### src/rtl/mmca_pkg.sv
// Package for the Manhattan min-cost assignment unit.
// Holds opcodes, status codes and shared widths.
// No dependencies.
`timescale 1ns / 1ps
`default_nettype none
package mmca_pkg;
    localparam logic [1:0] OP_CLEAR  = 2'd0;
    localparam logic [1:0] OP_TARGET = 2'd1;
    localparam logic [1:0] OP_OBJECT = 2'd2;
    localparam logic [1:0] OP_SOLVE  = 2'd3;

    localparam logic [1:0] ST_OK       = 2'd0;
    localparam logic [1:0] ST_SHORT    = 2'd1;
    localparam logic [1:0] ST_OVERFLOW = 2'd2;

    localparam int COST_W = 14;
    localparam int POT_W  = 24;
    localparam logic [POT_W-1:0] BIG_SLACK = {1'b0, {(POT_W-1){1'b1}}};
    localparam logic [COST_W-1:0] COST_MAX = {COST_W{1'b1}};

    // Broadcast commands from the controller to the cell row.
    typedef struct packed {
        logic init_solve;   // clear potentials, owners and links
        logic init_aug;     // reset slack, used flags for a new row
        logic scan;         // update slacks against the broadcast row
        logic apply;        // apply delta to used/unused columns
        logic mark_used;    // mark the selected column as used
        logic set_owner;    // write owner of the selected column
    } t_cell_cmd;
endpackage
`default_nettype wire

### src/rtl/mmca_cell.sv
// One column cell of the assignment row: holds the column's potential,
// owner, back link, slack and used flag, plus the matching target coordinates.
// Depends on mmca_pkg.
`timescale 1ns / 1ps
`default_nettype none
module mmca_cell
    import mmca_pkg::*;
#(
    parameter int CW = 8,
    parameter int IW = 6
) (
    input  wire logic             i_clk,
    input  wire logic             i_rst_n,
    input  wire logic             i_load,
    input  wire logic [CW-1:0]    i_load_row,
    input  wire logic [CW-1:0]    i_load_col,
    input  wire logic             i_active,
    input  wire t_cell_cmd        i_cmd,
    input  wire logic             i_sel,
    input  wire logic [CW-1:0]    i_obj_row,
    input  wire logic [CW-1:0]    i_obj_col,
    input  wire logic [POT_W-1:0] i_row_pot,
    input  wire logic [IW-1:0]    i_cur_col,
    input  wire logic [POT_W-1:0] i_delta,
    input  wire logic [IW-1:0]    i_new_owner,
    // chain inputs from the left neighbor: running minimum and its column
    input  wire logic [POT_W-1:0] i_min,
    input  wire logic [IW-1:0]    i_min_idx,
    input  wire logic [IW-1:0]    i_my_idx,
    output logic [POT_W-1:0]      o_min,
    output logic [IW-1:0]         o_min_idx,
    output logic                  o_used,
    output logic [IW-1:0]         o_owner,
    output logic [IW-1:0]         o_link,
    output logic [POT_W-1:0]      o_pot
);
    logic [CW-1:0]    r_trow, r_tcol;
    logic [POT_W-1:0] r_pot, r_slack;
    logic [IW-1:0]    r_owner, r_link;
    logic             r_used;
    logic [POT_W-1:0] r_cmin;
    logic [IW-1:0]    r_cidx;
    logic [CW:0]      dr, dc;
    logic [POT_W-1:0] red, slack_now;

    always_comb begin
        dr = (i_obj_row >= r_trow) ? {1'b0, i_obj_row - r_trow} : {1'b0, r_trow - i_obj_row};
        dc = (i_obj_col >= r_tcol) ? {1'b0, i_obj_col - r_tcol} : {1'b0, r_tcol - i_obj_col};
        red = POT_W'(dr) + POT_W'(dc) - i_row_pot - r_pot;
        slack_now = ($signed(red) < $signed(r_slack)) ? red : r_slack;
    end

    // The running minimum moves one cell to the right per clock.
    always_ff @(posedge i_clk) begin
        if (i_active && !r_used && $signed(r_slack) < $signed(i_min)) begin
            r_cmin <= r_slack;
            r_cidx <= i_my_idx;
        end else begin
            r_cmin <= i_min;
            r_cidx <= i_min_idx;
        end
    end

    always_ff @(posedge i_clk) begin
        if (i_load) begin
            r_trow <= i_load_row;
            r_tcol <= i_load_col;
        end
        if (!i_rst_n || i_cmd.init_solve) begin
            r_pot <= '0;
            r_owner <= '0;
            r_link <= '0;
            r_used <= 1'b0;
            r_slack <= BIG_SLACK;
        end else begin
            if (i_cmd.init_aug) begin
                r_slack <= BIG_SLACK;
                r_used <= 1'b0;
            end
            if (i_cmd.scan && i_active && !r_used) begin
                r_slack <= slack_now;
                if ($signed(red) < $signed(r_slack)) r_link <= i_cur_col;
            end
            if (i_cmd.apply) begin
                if (r_used) r_pot <= r_pot - i_delta;
                else r_slack <= r_slack - i_delta;
            end
            if (i_cmd.mark_used && i_sel) r_used <= 1'b1;
            if (i_cmd.set_owner && i_sel) r_owner <= i_new_owner;
        end
    end

    assign o_min = r_cmin;
    assign o_min_idx = r_cidx;
    assign o_used = r_used;
    assign o_owner = r_owner;
    assign o_link = r_link;
    assign o_pot = r_pot;
endmodule
`default_nettype wire

### config.mk
export PLATFORM = sky130hd
export DESIGN_NAME = mmca_cell
export DESIGN_NICKNAME = d
export VERILOG_FILES = /design/src/rtl/mmca_pkg.sv /design/src/rtl/mmca_cell.sv
export SDC_FILE = /design/constraint.sdc
export NUM_CORES = 1
export LEC_CHECK = 0
export BUFFER_PORTS_ARGS = -buffer_cell sky130_fd_sc_hd__buf_2
export CAP_MARGIN = 20
export CORE_MARGIN = 4
export CORE_UTILIZATION = 52
export CTS_CLUSTER_DIAMETER = 120
export DETAILED_ROUTE_END_ITERATION = 6
export PLACE_DENSITY = 0.86
export SKIP_CTS_REPAIR_TIMING = 1
export SYNTH_ARGS = -nofsm -noshare
export SYNTH_HDL_FRONTEND = slang
export SYNTH_SLANG_ARGS = --single-unit
### constraint.sdc
create_clock -name i_clk -period 9.8 [get_ports i_clk]
set_clock_uncertainty 0.05 [all_clocks]
set_input_delay 2.94 -clock i_clk [delete_from_list [all_inputs] [get_ports i_clk]]
set_output_delay 2.94 -clock i_clk [all_outputs]
set_load 0.02 [all_outputs]
== After elaboration in Yosys (flattened, before gate mapping) ==
Index checks and enable logic that the tools add are counted.
W data, S select, Z words.

* Bits of input ports: 139
* Bits in registers: 107
* Output and inout bits: 67
* Word-level logic and storage cells: 45

* Muxes and demuxes: 11
* Reductions and logical operators: 12
* Order comparisons: 4
* $add $sub $neg: 9

{| class="wikitable"
|+ Operators by type and width
! cell !! count
|-
| $mux W24 || 6
|-
| $sub A24 B24 Y24 || 3
|-
| $lt A24 B24 Y1 || 2
|-
| $sub A8 B8 Y8 || 4
|-
| $sub A9 B24 Y24 || 1
|-
| $ge A8 B8 Y1 || 2
|-
| $mux W8 || 2
|-
| $add A8 B8 Y9 || 1
|-
| $logic_and A1 B1 Y1 || 6
|-
| $mux W6 || 1
|-
| $reduce_and A2 Y1 || 2
|-
| $logic_not A1 Y1 || 2
|-
| $mux W1 || 2
|-
| $reduce_bool A2 Y1 || 1
|-
| $logic_or A1 B1 Y1 || 1
|}

== Longest topological paths before layout ==
* Depth in word-level cells: 10
* Gate-level depth with buffers: 36
* Gate-level depth less buffers: 34

== Worst setup path before layout ==
No wires, ideal clock.

* Path kind: input -> register
* From: input i_obj_row[0]
* To: register r_slack[1]
* Cell stages on the path: 31
* Buffers on the path: 1
* Required time: 9.610 ns
* Arrival: 9.589 ns
* Setup time: 0.140 ns
* Setup slack: 0.021 ns
* Path through: inv_1 -> ha_1 -> inv_1 -> fa_1 -> a21o_1 -> a2111oi_2 -> o31ai_2 -> o41a_1 -> a21boi_0 -> xnor2_1 -> fa_1 -> inv_1 -> fa_1 -> inv_1 -> ha_1 -> o21a_1 -> o21a_1 -> nand4_1 -> a211o_1 -> or2_2 -> o21bai_1 -> xor2_1 -> ha_1 -> nand4_1 -> a2111oi_0 -> nand2_1 -> a31oi_1 -> inv_1 -> clkbuf_1 -> o311ai_0 -> o211ai_1

* Word-level cells in the longest chain between the ends: 10
* Elaborated cells between the ends (all ways): 12
* Classes of those cells: add/sub: 5; order compare: 2; mux: 5

{| class="wikitable"
|+ Ends and longest elaborated chain
! what !! RTL line !! source
|-
| start, declared || mmca_cell.sv:20 || <nowiki>input wire logic [CW-1:0] i_obj_row,</nowiki>
|-
| $sub A8 B8 Y8 or $ge A8 B8 Y1 (tied branches) || mmca_cell.sv:47 || <nowiki>dr = (i_obj_row >= r_trow) ? {1'b0, i_obj_row - r_trow} : {1'b0, r_trow - i_obj_row};</nowiki>
|-
| $mux W8 (*) || mmca_cell.sv:47 ||
|-
| $add A8 B8 Y9 (*) || mmca_cell.sv:49 || <nowiki>red = POT_W'(dr) + POT_W'(dc) - i_row_pot - r_pot;</nowiki>
|-
| $sub A9 B24 Y24 (*) || mmca_cell.sv:49 ||
|-
| $sub A24 B24 Y24 (*) || mmca_cell.sv:49 ||
|-
| $lt A24 B24 Y1 || mmca_cell.sv:50 || <nowiki>slack_now = ($signed(red) < $signed(r_slack)) ? red : r_slack;</nowiki>
|-
| $mux W24 (*) || mmca_cell.sv:50 ||
|-
| $mux W24 (*) || mmca_cell.sv:80 || <nowiki>if (i_cmd.scan && i_active && !r_used) begin</nowiki>
|-
| $mux W24 || mmca_cell.sv:85 || <nowiki>if (r_used) r_pot <= r_pot - i_delta;</nowiki>
|-
| $mux W24 (*) || mmca_cell.sv:84 || <nowiki>if (i_cmd.apply) begin</nowiki>
|-
| end signal, assigned || mmca_cell.sv:81 || <nowiki>r_slack <= slack_now;</nowiki>
|-
| end signal, assigned || mmca_cell.sv:86 || <nowiki>else r_slack <= r_slack - i_delta;</nowiki>
|-
| end, declared || mmca_cell.sv:38 || <nowiki>logic [POT_W-1:0] r_pot, r_slack;</nowiki>
|}

Mark *: on every way between the ends. The rest lies on a longest branch, timed or not.
A chain may end at the register's enable or synchronous reset.

== Final worst setup path ==
* From: input i_obj_row[0]
* To: register r_slack[8]

Same word-level chain as after synthesis.

==> flow_summary.toml <==
[run_status]
status = "complete, no violations"

[floorplanning]
ios = 206
core_um2 = 19600
die_w_um = 150
dieArea_um2 = 22400
start_util_pct = 53.3
fp.dieH_um = 150
rows = 51

[sta]
worstMarginPinSlew_ps = 1150
rsz0062_at_grt = "true"
period_needed_ps = 9660
hold_slack_ps = 407
slew_viol_final = 0
fmax_mhz = 104
min_period_over_period_pct = 98.6
setup-violations-final = 0
final_hold_viol_count = 0
slew_headroom_pct = 23.5
fin_ws_ps = 140

[cells_and_area]
nets = 1849
n_fill_cell = 1608
drive_above_1_share_pct = 22.4
area_growth_syn_to_layout_pct = 22.2
antenna_cells = 0

[drt]
drt-initial-drc-count = 726
antenna_left = 0
routed_wl_um = 29000
wire_per_inst_um = 16.3
dr.pass1.iters = 5
drc = 0
num_vias = 9954
vias_per_cell = 5.59

[synth]
yosysTopAreaCell = "ha_1"
synth-compound-area-share_pct = 20.6
yosysWarnings = 0
ys_types = 69
synth_top_family_by_area = "adder cells"
synth.area.top_cells = "ha_1, dfxtp_1, inv_1, a21oi_1, edfxtp_1"
synth-xor-area-share_pct = 5.45
syn_avg_cell_area_um2 = 8.25
synth.ff_latch_count = 107
synth_flop_cell = "dfxtp_1"
synth-edff-count = 16
syn_nets = 1603
synth-seq-area-share_pct = 22.0
synth_top_area_share_pct = 21.1
synth_adder_area_share_pct = 25.3
yosys.area_share.simple_pct = 14.0
syn-cell-area_um2 = 10400
syn_inst = 1266
synthArstFlopShare_pct = 0
synthMuxAreaShare_pct = 4.70

[worst_setup_path]
slowest_delay_ps = 540
worst_setup_path_end_kind = "register"
crit_family = "compound AO/OA/AOI/OAI gates"
cp_data_arrival_time_ps = 9850
critical_path_peak_fanout = 5
critical_path_buf_inv_count = 8
crit_type = "input pin to register"
start_kind = "input pin"
path_depth = 35
cpMaxStageDelayCell = "fa_1"
worst-r2r-cell-count = 33
cp_common_cell = "inv_2"
critPathRequiredTime_ps = 9990

[place]
dp_hpwl_um = 23100
place_congestion = 0.953
portBuffers = 205
place_ws_ps = -526

[cts]
tritoncts = "built"
cts.sinks = 107
cts_max_level = 3
cts_root_buf = "clkbuf_16"
path_clk_slew_ps = 70
cts_buffers = 9
clockBufferDepth = 2
clock_latency_ps = 370

[pwr]
leakage_uw = 0.00666
p_per_area_nw_per_um2 = 172
ir_drop_mv = 0.153

[global_route]
global_route.usage.total_pct = 24.8
antenna_found_initial = 0
grt_pass1_vias = 9696
grt_start_max_net_pins = 44
grt_first_pass_wirelength_um = 45200
overflow = 0

[run]
maxCapViolations = 0

[min_path]
hold_class = "register to register"
whs_path_depth = 2
[kinds of logic after synthesis]
kind of cell,after synthesis
compound gates,328
simple gates,302
buf+inv,218
fa+ha+maj,198
flops,107
xor+xnor,65
mux,48
[layer usage]
metal  track usage, %  vias up  routed length, µm
met3             3.88       63               2020
met4             9.24        0                838
met2             41.5      384              13500
met1             32.3     4571              12700
met5                0        -                  0
li1                 -     4936                  -
[layout make-up]
class                   instances  area (µm²)  share of cell area (%)
inverters                     185         697                    5.46
repair buffers                268        1590                    12.5
well taps                     265         332                    2.60
flip-flops and latches        107        2300                    18.0
clock inverters                 5        42.5                   0.333
clock buffers                  11         253                    1.98
multi-input cells             941        7550                    59.1
[final timing paths]
| kind | from | end | slack (ps) |
|---|---|---|---|
| max reg2reg | r_trow[0]$_DFFE_PP_ | r_slack[8]$_SDFF_PP1_ | 2440 |
| max | i_obj_row[0] | r_slack[8]$_SDFF_PP1_ | 140 |
| min | o_owner[3]$_SDFFE_PP0P_ | o_owner[3]$_SDFFE_PP0P_ | 410 |
| min reg2reg | o_owner[3]$_SDFFE_PP0P_ | o_owner[3]$_SDFFE_PP0P_ | 410 |
[stage by stage]
stage	TNS, ps	total power [µW]	util, %	area [µm²]	cells
finish	0	2200	65.2	12800	1782
global route	-2860	2360	65.2	12800	1782
CTS	-1490	2100	63.4	12400	1774
detailed placement	-11560	1720	61.9	12100	1758
global placement	-7180	1680	61.9	12100	1758
floorplan	0	1310	-	10400	1266
[power breakdown]
| group | internal [µW] | total, µW | switching [µW] |
|---|---|---|---|
| logic | 604 | 1330 | 724 |
| clock network | 190 | 373 | 183 |
| registers | 475 | 497 | 22.2 |
| total | 1270 | 2200 | 930 |
[sequential cells by signal, indices dropped and copies added, names as in the netlist]
signal,cells
r_tcol,8
o_owner,6
r_slack,24
o_min_idx,6
r_trow,8
o_min,24
o_pot,24
o_link,6
o_used,1
[cell usage after synthesis, types with 16 or more instances]
cell type,count
ha_1,176
xnor2_1,46
nand2b_1,17
mux2i_1,40
a21oi_1,102
o21a_1,18
a21o_1,35
dfxtp_1,91
edfxtp_1,16
nor3_1,22
fa_1,22
clkbuf_1,25
o21ai_0,48
inv_1,185
nand3_1,21
xor2_1,19
nor2_1,75
nand2_1,91
nor2b_1,20
o211ai_1,20
[worst min-delay path, delay by kind of cell, from the launching register on]
| family | cells | cell delay (ps) |
|---|---|---|
| flip-flops | 1 | 310 |
| AND/OR/NAND/NOR | 1 | 50 |
| AO/OA/AOI/OAI | 1 | 50 |
[cell usage in the layout (no fill, tap or decap), types with 6 or more instances in the layout]
master / netlist / routed
buf_2: 7 / 204
inv_1: 185 / 181
ha_1: 176 / 173
a21oi_1: 102 / 99
dfxtp_1: 91 / 91
nand2_1: 91 / 90
nor2_1: 75 / 75
buf_4: 0 / 55
o21ai_0: 48 / 46
xnor2_1: 46 / 46
mux2i_1: 40 / 38
a21o_1: 35 / 35
nand3_1: 21 / 21
fa_1: 22 / 21
o211ai_1: 20 / 20
xor2_1: 19 / 19
nor3_1: 22 / 19
o21a_1: 18 / 18
nor2b_1: 20 / 18
nand2b_1: 17 / 16
edfxtp_1: 16 / 16
a211oi_1: 15 / 14
nand4_1: 11 / 11
and3_1: 11 / 11
clkbuf_16: 0 / 11
a31oi_1: 11 / 10
o31ai_1: 12 / 10
o21bai_1: 9 / 9
or3_1: 8 / 8
mux2_2: 7 / 7
o21ai_1: 4 / 6
a211o_1: 6 / 6
(Power assumes the default switching activity.)
